==> src/rtl/bttec_pkg.sv <==
`default_nettype none

package bttec_pkg;

  localparam int unsigned LANES = 8;
  localparam int unsigned CFG_IDX_W = 2;
  localparam int unsigned CFG_DATA_W = 8;

  // Configuration register indexes.
  localparam logic [CFG_IDX_W-1:0] CFG_BIT_SKIP       = 2'd0;
  localparam logic [CFG_IDX_W-1:0] CFG_PASS_THRESHOLD = 2'd1;

  localparam logic [2:0] BIT_SKIP_RESET       = 3'd1;
  localparam logic [7:0] PASS_THRESHOLD_RESET = 8'd10;

  // Verdict codes.
  localparam logic [1:0] VERDICT_FAIL     = 2'd0;
  localparam logic [1:0] VERDICT_PASS     = 2'd1;
  localparam logic [1:0] VERDICT_LOW_ZERO = 2'd2;

  typedef struct packed {
    logic [7:0] data_byte;
    logic       sample_end;
    logic       run_end;
  } in_item_t;

  typedef struct packed {
    logic [31:0] energy_high;
    logic [31:0] energy_low;
    logic [1:0]  verdict;
  } out_item_t;

  // Which bit lanes take part for a given skip, the order of each taken lane
  // within the byte, and how many lanes are taken.
  typedef struct packed {
    logic [LANES-1:0]      mask;
    logic [LANES-1:0][2:0] ord;
    logic [3:0]            count;
  } lane_sel_t;

  // Per-lane step of the four tone counters, each -1, 0 or +1.
  typedef struct packed {
    logic [1:0] cos_hi;
    logic [1:0] sin_hi;
    logic [1:0] cos_lo;
    logic [1:0] sin_lo;
  } lane_step_t;

  // Counters of a finished sample, handed to the energy stage.
  typedef struct packed {
    logic       valid;
    logic       run;
    logic [9:0] cos_hi;
    logic [9:0] sin_hi;
    logic [8:0] cos_lo;
    logic [8:0] sin_lo;
  } sample_close_t;

  function automatic lane_sel_t lane_select(input logic [2:0] skip);
    lane_sel_t  r;
    logic [3:0] pos;
    logic [3:0] stride;
    logic [2:0] k;
    r      = '0;
    pos    = 4'd0;
    k      = 3'd0;
    stride = (skip == 3'd0) ? 4'd8 : {1'b0, skip};
    for (int i = 0; i < LANES; i++) begin
      if (pos < 4'd8) begin
        r.mask[pos[2:0]] = 1'b1;
        r.ord[pos[2:0]]  = k;
        r.count          = r.count + 4'd1;
        pos              = pos + stride;
        k                = k + 3'd1;
      end
    end
    return r;
  endfunction

endpackage

`default_nettype wire

==> src/rtl/bttec_lane.sv <==
`default_nettype none

module bttec_lane (
  input  wire logic              bit_in,
  input  wire logic              taken,
  input  wire logic [2:0]        phase,
  output bttec_pkg::lane_step_t  step
);
  import bttec_pkg::*;

  localparam logic [1:0] PLUS  = 2'b01;
  localparam logic [1:0] MINUS = 2'b11;

  always_comb begin
    step = '0;
    if (bit_in && taken) begin
      case (phase)
        3'd0: begin
          step.cos_hi = PLUS;
          step.cos_lo = PLUS;
        end
        3'd1: step.sin_hi = PLUS;
        3'd2: begin
          step.cos_hi = MINUS;
          step.sin_lo = PLUS;
        end
        3'd3: step.sin_hi = MINUS;
        3'd4: begin
          step.cos_hi = PLUS;
          step.cos_lo = MINUS;
        end
        3'd5: step.sin_hi = PLUS;
        3'd6: begin
          step.cos_hi = MINUS;
          step.sin_lo = MINUS;
        end
        default: step.sin_hi = MINUS;
      endcase
    end
  end

endmodule

`default_nettype wire

==> src/rtl/bttec_merge.sv <==
`default_nettype none

module bttec_merge (
  input  wire logic                     clk,
  input  wire logic                     rst_n,
  input  wire logic                     take,
  input  wire bttec_pkg::in_item_t      item,
  input  wire logic [2:0]               bit_skip,
  output bttec_pkg::sample_close_t      close_out
);
  import bttec_pkg::*;

  lane_sel_t                sel;
  lane_step_t [LANES-1:0]   steps;
  logic [4:0]               sum_ch, sum_sh, sum_cl, sum_sl;
  logic [2:0]               phase_r, phase_nxt;
  logic [9:0]               cos_hi_r, sin_hi_r, cos_hi_nxt, sin_hi_nxt;
  logic [8:0]               cos_lo_r, sin_lo_r, cos_lo_nxt, sin_lo_nxt;
  sample_close_t            close_r;
  logic                     closing;

  assign sel = lane_select(bit_skip);

  // Bit lane i looks at byte bit 7-i, the MSB being position 0.
  for (genvar i = 0; i < LANES; i++) begin : g_lane
    logic [2:0] lane_phase;
    assign lane_phase = phase_r + sel.ord[i];
    bttec_lane u_lane (
      .bit_in (item.data_byte[LANES-1-i]),
      .taken  (sel.mask[i]),
      .phase  (lane_phase),
      .step   (steps[i])
    );
  end

  always_comb begin
    sum_ch = '0;
    sum_sh = '0;
    sum_cl = '0;
    sum_sl = '0;
    for (int i = 0; i < LANES; i++) begin
      sum_ch = sum_ch + {{3{steps[i].cos_hi[1]}}, steps[i].cos_hi};
      sum_sh = sum_sh + {{3{steps[i].sin_hi[1]}}, steps[i].sin_hi};
      sum_cl = sum_cl + {{3{steps[i].cos_lo[1]}}, steps[i].cos_lo};
      sum_sl = sum_sl + {{3{steps[i].sin_lo[1]}}, steps[i].sin_lo};
    end
  end

  assign cos_hi_nxt = cos_hi_r + {{5{sum_ch[4]}}, sum_ch};
  assign sin_hi_nxt = sin_hi_r + {{5{sum_sh[4]}}, sum_sh};
  assign cos_lo_nxt = cos_lo_r + {{4{sum_cl[4]}}, sum_cl};
  assign sin_lo_nxt = sin_lo_r + {{4{sum_sl[4]}}, sum_sl};
  assign phase_nxt  = phase_r + sel.count[2:0];
  assign closing    = item.sample_end || item.run_end;

  // The counter snapshot is taken on every edge; only the flags need a reset.
  always_ff @(posedge clk) begin
    if (!rst_n) begin
      phase_r  <= '0;
      cos_hi_r <= '0;
      sin_hi_r <= '0;
      cos_lo_r <= '0;
      sin_lo_r <= '0;
      close_r.valid <= 1'b0;
      close_r.run   <= 1'b0;
    end else begin
      close_r.valid <= take && closing;
      close_r.run   <= take && item.run_end;
      if (take) begin
        if (closing) begin
          phase_r  <= '0;
          cos_hi_r <= '0;
          sin_hi_r <= '0;
          cos_lo_r <= '0;
          sin_lo_r <= '0;
        end else begin
          phase_r  <= phase_nxt;
          cos_hi_r <= cos_hi_nxt;
          sin_hi_r <= sin_hi_nxt;
          cos_lo_r <= cos_lo_nxt;
          sin_lo_r <= sin_lo_nxt;
        end
      end
    end
    close_r.cos_hi <= cos_hi_nxt;
    close_r.sin_hi <= sin_hi_nxt;
    close_r.cos_lo <= cos_lo_nxt;
    close_r.sin_lo <= sin_lo_nxt;
  end

  assign close_out = close_r;

endmodule

`default_nettype wire

==> src/rtl/bttec_energy.sv <==
`default_nettype none

module bttec_energy (
  input  wire logic                     clk,
  input  wire logic                     rst_n,
  input  wire bttec_pkg::sample_close_t close_in,
  input  wire logic [7:0]               pass_threshold,
  input  wire logic                     out_stall,
  output logic                          out_valid,
  output bttec_pkg::out_item_t          out_data
);
  import bttec_pkg::*;

  logic               sq_v_r, sq_run_r;
  logic [19:0]        sq_ch_r, sq_sh_r;
  logic [17:0]        sq_cl_r, sq_sl_r;
  logic [31:0]        tot_hi_r, tot_lo_r, tot_hi_nxt, tot_lo_nxt;
  logic               fin_v_r;
  logic [31:0]        fin_hi_r, fin_lo_r;
  logic               prod_v_r;
  logic [31:0]        prod_hi_r, prod_lo_r;
  logic [40:0]        prod_r;
  logic [8:0]         limit;
  logic               out_valid_r;
  out_item_t          out_data_r, out_data_nxt;
  logic signed [9:0]  ch_s, sh_s;
  logic signed [8:0]  cl_s, sl_s;

  assign ch_s = $signed(close_in.cos_hi);
  assign sh_s = $signed(close_in.sin_hi);
  assign cl_s = $signed(close_in.cos_lo);
  assign sl_s = $signed(close_in.sin_lo);

  always_ff @(posedge clk) begin
    sq_ch_r <= ch_s * ch_s;
    sq_sh_r <= sh_s * sh_s;
    sq_cl_r <= cl_s * cl_s;
    sq_sl_r <= sl_s * sl_s;
  end

  assign tot_hi_nxt = tot_hi_r + {12'd0, sq_ch_r} + {12'd0, sq_sh_r};
  assign tot_lo_nxt = tot_lo_r + {14'd0, sq_cl_r} + {14'd0, sq_sl_r};

  // floor(hi / lo) > T is the same as hi >= (T + 1) * lo.
  assign limit = {1'b0, pass_threshold} + 9'd1;

  always_ff @(posedge clk) begin
    if (sq_v_r && sq_run_r) begin
      fin_hi_r <= tot_hi_nxt;
      fin_lo_r <= tot_lo_nxt;
    end
    prod_r    <= {9'd0, fin_lo_r} * {32'd0, limit};
    prod_hi_r <= fin_hi_r;
    prod_lo_r <= fin_lo_r;
  end

  always_comb begin
    out_data_nxt.energy_high = prod_hi_r;
    out_data_nxt.energy_low  = prod_lo_r;
    if (prod_lo_r == 32'd0) begin
      out_data_nxt.verdict = VERDICT_LOW_ZERO;
    end else if ({9'd0, prod_hi_r} >= prod_r) begin
      out_data_nxt.verdict = VERDICT_PASS;
    end else begin
      out_data_nxt.verdict = VERDICT_FAIL;
    end
  end

  always_ff @(posedge clk) begin
    if (!rst_n) begin
      sq_v_r      <= 1'b0;
      sq_run_r    <= 1'b0;
      tot_hi_r    <= '0;
      tot_lo_r    <= '0;
      fin_v_r     <= 1'b0;
      prod_v_r    <= 1'b0;
      out_valid_r <= 1'b0;
    end else begin
      sq_v_r   <= close_in.valid;
      sq_run_r <= close_in.run;
      fin_v_r  <= sq_v_r && sq_run_r;
      prod_v_r <= fin_v_r;
      if (sq_v_r) begin
        if (sq_run_r) begin
          tot_hi_r <= '0;
          tot_lo_r <= '0;
        end else begin
          tot_hi_r <= tot_hi_nxt;
          tot_lo_r <= tot_lo_nxt;
        end
      end
      if (prod_v_r) begin
        out_valid_r <= 1'b1;
      end else if (out_valid_r && !out_stall) begin
        out_valid_r <= 1'b0;
      end
    end
  end

  always_ff @(posedge clk) begin
    if (prod_v_r) begin
      out_data_r <= out_data_nxt;
    end
  end

  assign out_valid = out_valid_r;
  assign out_data  = out_data_r;

endmodule

`default_nettype wire

==> src/rtl/bitstream_two_tone_energy_check.sv <==
// Two-tone bit energy check.
// Input channel (in_valid, in_stall, in_data): one raw byte per transfer with
// its sample_end and run_end marks. The eight bit lanes handle every chosen
// bit of a byte in the same cycle, so a byte can be taken on every clock.
// After the transfer of a byte that carries run_end, in_stall stays high
// until that run's result has been taken; that is the only time the block
// holds off its input.
// Result channel (out_valid, out_stall, out_data): one transfer per run with
// both energy totals and the verdict. After the run_end byte, the result is
// registered in turn by the counter update, squaring, energy totals, the ratio
// multiply, and the output register.
// While out_stall is high the result is held unchanged in the output register.
// Configuration (cfg_valid, cfg_ready, cfg_index, cfg_data) is always ready;
// writes are meant only while the block is idle.
// Synchronous reset (rst_n low) clears the tone counters, the energy totals
// and all valid flags, and loads bit_skip = 1 and pass_threshold = 10.
`default_nettype none

module bitstream_two_tone_energy_check (
  input  wire logic                               clk,
  input  wire logic                               rst_n,
  input  wire logic                               in_valid,
  output logic                                    in_stall,
  input  wire bttec_pkg::in_item_t                in_data,
  output logic                                    out_valid,
  input  wire logic                               out_stall,
  output bttec_pkg::out_item_t                    out_data,
  input  wire logic                               cfg_valid,
  output logic                                    cfg_ready,
  input  wire logic [bttec_pkg::CFG_IDX_W-1:0]    cfg_index,
  input  wire logic [bttec_pkg::CFG_DATA_W-1:0]   cfg_data
);
  import bttec_pkg::*;

  logic [2:0]    skip_r;
  logic [7:0]    threshold_r;
  logic          busy_r;
  logic          in_take;
  logic          out_take;
  sample_close_t close_w;

  assign cfg_ready = 1'b1;
  assign in_take   = in_valid && !in_stall;
  assign out_take  = out_valid && !out_stall;

  // A run in flight blocks further bytes until its result transfer is done.
  assign in_stall = busy_r;

  always_ff @(posedge clk) begin
    if (!rst_n) begin
      skip_r      <= BIT_SKIP_RESET;
      threshold_r <= PASS_THRESHOLD_RESET;
    end else if (cfg_valid && cfg_ready) begin
      case (cfg_index)
        CFG_BIT_SKIP:       skip_r      <= cfg_data[2:0];
        CFG_PASS_THRESHOLD: threshold_r <= cfg_data;
        default: ;
      endcase
    end
  end

  always_ff @(posedge clk) begin
    if (!rst_n) begin
      busy_r <= 1'b0;
    end else if (in_take && in_data.run_end) begin
      busy_r <= 1'b1;
    end else if (out_take) begin
      busy_r <= 1'b0;
    end
  end

  bttec_merge u_merge (
    .clk       (clk),
    .rst_n     (rst_n),
    .take      (in_take),
    .item      (in_data),
    .bit_skip  (skip_r),
    .close_out (close_w)
  );

  bttec_energy u_energy (
    .clk            (clk),
    .rst_n          (rst_n),
    .close_in       (close_w),
    .pass_threshold (threshold_r),
    .out_stall      (out_stall),
    .out_valid      (out_valid),
    .out_data       (out_data)
  );

`ifndef SYNTHESIS
  a_out_only_when_busy: assert property (@(posedge clk) disable iff (!rst_n)
    out_valid |-> busy_r)
    else $error("result shown with no run in flight");

  a_run_end_blocks_input: assert property (@(posedge clk) disable iff (!rst_n)
    (in_take && in_data.run_end) |=> in_stall)
    else $error("input not held off after run end");

  a_single_result: assert property (@(posedge clk) disable iff (!rst_n)
    out_take |=> !out_valid)
    else $error("second result after a run");

  a_no_close_while_idle_bit: assert property (@(posedge clk) disable iff (!rst_n)
    close_w.run |-> (close_w.valid && busy_r))
    else $error("run close without an accepted run end");
`endif

endmodule

`default_nettype wire
==> config.mk <==
export PLATFORM = sky130hd
export DESIGN_NAME = bitstream_two_tone_energy_check
export DESIGN_NICKNAME = d
export VERILOG_FILES = /design/src/rtl/bttec_pkg.sv /design/src/rtl/bttec_lane.sv /design/src/rtl/bttec_merge.sv /design/src/rtl/bttec_energy.sv /design/src/rtl/bitstream_two_tone_energy_check.sv
export SDC_FILE = /design/constraint.sdc
export NUM_CORES = 2
export LEC_CHECK = 0
export BUFFER_PORTS_ARGS = -buffer_cell sky130_fd_sc_hd__buf_2
export CAP_MARGIN = 20
export CORE_ASPECT_RATIO = 1.2
export CORE_MARGIN = 2
export CORE_UTILIZATION = 60
export CTS_CLUSTER_DIAMETER = 30
export CTS_CLUSTER_SIZE = 10
export DETAILED_ROUTE_END_ITERATION = 10
export PLACE_DENSITY = 0.75
export SETUP_SLACK_MARGIN = 0.3
export SLEW_MARGIN = 20
export SYNTH_ARGS = -nofsm -noshare
export SYNTH_HDL_FRONTEND = slang
export SYNTH_SLANG_ARGS = --single-unit
==> constraint.sdc <==
create_clock -name clk -period 18.5 [get_ports clk]
set_clock_uncertainty 0.15 [all_clocks]
set_input_delay 3.7 -clock clk [delete_from_list [all_inputs] [get_ports clk]]
set_output_delay 3.7 -clock clk [all_outputs]
set_load 0.01 [all_outputs]
==> flow_metrics.tcl <==
set metrics [dict create \
    dp_slack_ns 7.78 \
    root_buffer "sky130_fd_sc_hd__clkbuf_16" \
    numCtsBuffers 87 \
    yosys_most_used_dff "sky130_fd_sc_hd__dfxtp_1" \
    tritoncts_clock_tree "done" \
    drc 0 \
    fmax_ghz 0.0933 \
    initial_core_util_pct 60.2 \
    port-buffer-count 92 \
    globalRouteOverflowTotal 0 \
    wirelength_routed_um 87900 \
    via_count 28300 \
    timing.rr.start "skip_r[0]" \
    rsz0062_at_grt "no" \
    max-clock-path-buffers 3 \
    multi_input_area_mm2 0.0283 \
    crit_start "skip_r[0]" \
    reg2reg_setup_slack_ns 7.78 \
    design.core.area_mm2 0.0694 \
    timing.critical_path.fanout_max 16 \
    fin_nets 5183 \
    grt_first_pass_wirelength_um 149000 \
    routed_via_density 5.48 \
    ff_latch_area_mm2 0.0107 \
    avgRoutedWirePerCell_um 17.0 \
    cts_hold_repair.buffers 0 \
    post_synth_num_cell_types 87 \
    number_of_global_route_vias_before_repair 30500 \
    most-common-layout-cells "sky130_fd_sc_hd__inv_1, sky130_fd_sc_hd__fa_1, sky130_fd_sc_hd__ha_1, sky130_fd_sc_hd__dfxtp_1, sky130_fd_sc_hd__nand2_1" \
    globalRouteMet2Util_pct 46.2 \
    finalHoldViolations 0 \
    part_of_the_yosys_area_used_for_sequential_elements_pct 25.6 \
    crit_end "u_merge.cos_hi_r[9]" \
    totalNegativeSetupSlack_ns 0 \
    grtUsageMet1_pct 31.3 \
    worstHoldPathType "register to register" \
    final_layout_size_suffix_gt1_share_pct 7.02 \
    min_period_over_period_pct 58.0 \
    critPathCaptureType "register" \
    setup_viol 0 \
    htreeDepth 3 \
    number_of_fill_cells_in_the_layout 5261 \
    edff_count_synth 130 \
    top_level_ports 94 \
    clock_sink_count 469 \
    die_h_um 293 \
    worst_r2r_endpoint "u_merge.cos_hi_r[9]" \
    timing.setup.critical_path_class "register to register" \
    antenna_found_initial 1 \
    synth_seq_cells 469 \
    critical_path_arrival_ns 11.06 \
    die_width_um 245 \
    busiest_layer "met2" \
    dieArea_mm2 0.0718 \
    crit_path_required_time_ns 18.84 \
    worst_slew_pin_slew_ns 1.12 \
    timing.final.ws_setup_ns 7.78 \
    cts.clk_slew.worst_paths_ns 0.05 \
    slew-limit-headroom_pct 25.0 \
    number_of_standard_cell_rows_in_the_floorplan 106 \
    r2r_cells 36 \
    syn_avg_cell_area_um2 10.2 \
    ant_nets 0 \
    period_needed_ns 10.72 \
    final_estimated_routing_congestion_in_global_placement 0.953 \
    cts.repair.resized 0 \
    final_max_slew_viol_count 0 \
    synth.cell_area_mm2 0.0418 \
    first_pass_iters 7 \
    place_hpwl_um 67700 \
    fraction_of_registers_with_async_set_reset_pct 0 \
    crit_path_top_delay_cell "sky130_fd_sc_hd__dfxtp_1" \
    clock_insertion_delay_at_the_later_pin_of_the_skew_report_ns 0.63 \
    synthCells 4103 \
    total_grt_usage_pct 25.9 \
    drt_iter0_drc 1460 \
    area_growth_pct 10.3 \
    grt_max_degree 68 \
    worst_path_most_repeated_cell "sky130_fd_sc_hd__fa_1" \
    final_common_cell "sky130_fd_sc_hd__inv_1" \
    synth.yosys.warnings 0 \
    post_cts_buffers 0 \
    grtUsageMet3_pct 3.83 \
    run_status "finished clean" \
    setup.worst_path.start_class "register" \
    worst_path_largest_cell_delay_ns 0.67 \
    insertedDiodeCount 0 \
    max_cap_viol_count 0 \
]
state kept, by name (all words and copies together) (netlist names), 3 cells and up:
register            count
skip_r                  3
threshold_r             8
u_energy.fin_hi_r      32
u_energy.fin_lo_r      32
u_energy.out_data      66
u_energy.prod_hi_r     32
u_energy.prod_lo_r     32
u_energy.prod_r        41
u_energy.sq_ch_r       19
u_energy.sq_cl_r       17
u_energy.sq_sh_r       19
u_energy.sq_sl_r       17
u_energy.tot_hi_r      32
u_energy.tot_lo_r      32
u_merge.close_out      40
u_merge.cos_hi_r       10
u_merge.cos_lo_r        9
u_merge.phase_r         3
u_merge.sin_hi_r       10
u_merge.sin_lo_r        9
stage by stage:
| stage | cell area, um2 | util [%] | hold WS (ns) | instances |
|---|---|---|---|---|
| 3_3_place_gp | 43100 | 62.2 | 0.174 | 5001 |
| 3_5_place_dp | 43100 | 62.2 | 0.177 | 5001 |
| 4_1_cts | 46100 | 66.4 | 0.180 | 5163 |
| 2_1_floorplan | 41800 | - | 0.173 | 4108 |
| 6_report | 46100 | 66.4 | 0.175 | 5163 |
| 5_1_grt | 46100 | 66.4 | 0.194 | 5163 |
kinds of logic after synthesis:
family,share of synthesized area (%)
AND/OR/NAND/NOR,12.7
adder cells (fa/ha/maj),40.2
buffers and inverters,7.11
AO/OA/AOI/OAI,8.51
flip-flops,25.6
XOR/XNOR,5.49
multiplexers,0.368
other,0.0180
cells in the mapped netlist (all sizes together), types with 7 or more instances:
library cell,count,area [um2]
xnor2,190,1660
nor3,39,200
buf,40,175
mux2i,12,120
a21oi,145,729
clkbuf,94,353
a21o,79,593
a211oi,9,77.6
and2,135,847
ha,391,4890
nor2,222,838
a31oi,17,106
nand2b,77,489
o21bai,34,255
nand2,298,1120
nand4,14,87.6
o21ai,60,300
o31ai,7,52.6
inv,650,2440
nand3,44,220
or3,14,87.6
nor4,17,106
fa,595,11900
edfxtp,130,3900
and3,26,163
o21a,29,219
or4,7,52.6
xor2,71,629
or2,8,50.1
a22oi,74,556
a21boi,7,52.6
dfxtp,339,6790
nor2b,135,845
worst max-delay path: cells and delay by family (launching register included):
kind	cells	cell delay, ns
adders and majority gates	10	4.45
and+or+nand+nor	11	2.37
AOI/OAI and AO/OA	9	1.92
xor gates and xnor gates	2	0.74
DFF	1	0.67
buffers and inverters	4	0.27
how the worst min path moves through the flow:
stage | endpoint | cells past startpoint | slack, ns | start
after global placement | u_energy.prod_hi_r[29] | 0 | 0.17 | u_energy.fin_hi_r[29]
final | u_energy.prod_hi_r[22] | 0 | 0.17 | u_energy.fin_hi_r[22]
after global routing | u_energy.prod_hi_r[19] | 0 | 0.19 | u_energy.fin_hi_r[19]
after CTS | u_energy.prod_hi_r[22] | 0 | 0.18 | u_energy.fin_hi_r[22]
after floorplan | u_energy.prod_hi_r[0] | 0 | 0.17 | u_energy.fin_hi_r[0]
after detailed placement | u_energy.prod_hi_r[3] | 0 | 0.18 | u_energy.fin_hi_r[3]
layer usage:
metal  wire, um  vias up
li1           -    13300
met1      34900    14100
met2      45300      719
met3       4390      182
met4       3270        0
met5          0        -
final cells by class:
type                    count  area share, %
flip-flops and latches    469           23.2
clock buffers             110           5.16
clock inverters            52           1.21
inverters                 651           5.31
repair buffers            109           1.28
multi-input cells        2854           61.3
well taps                 918           2.49
Power is left out: the tool's default activity adds up to more than one toggle a clock period on the data nets, which glitch-free logic cannot reach.
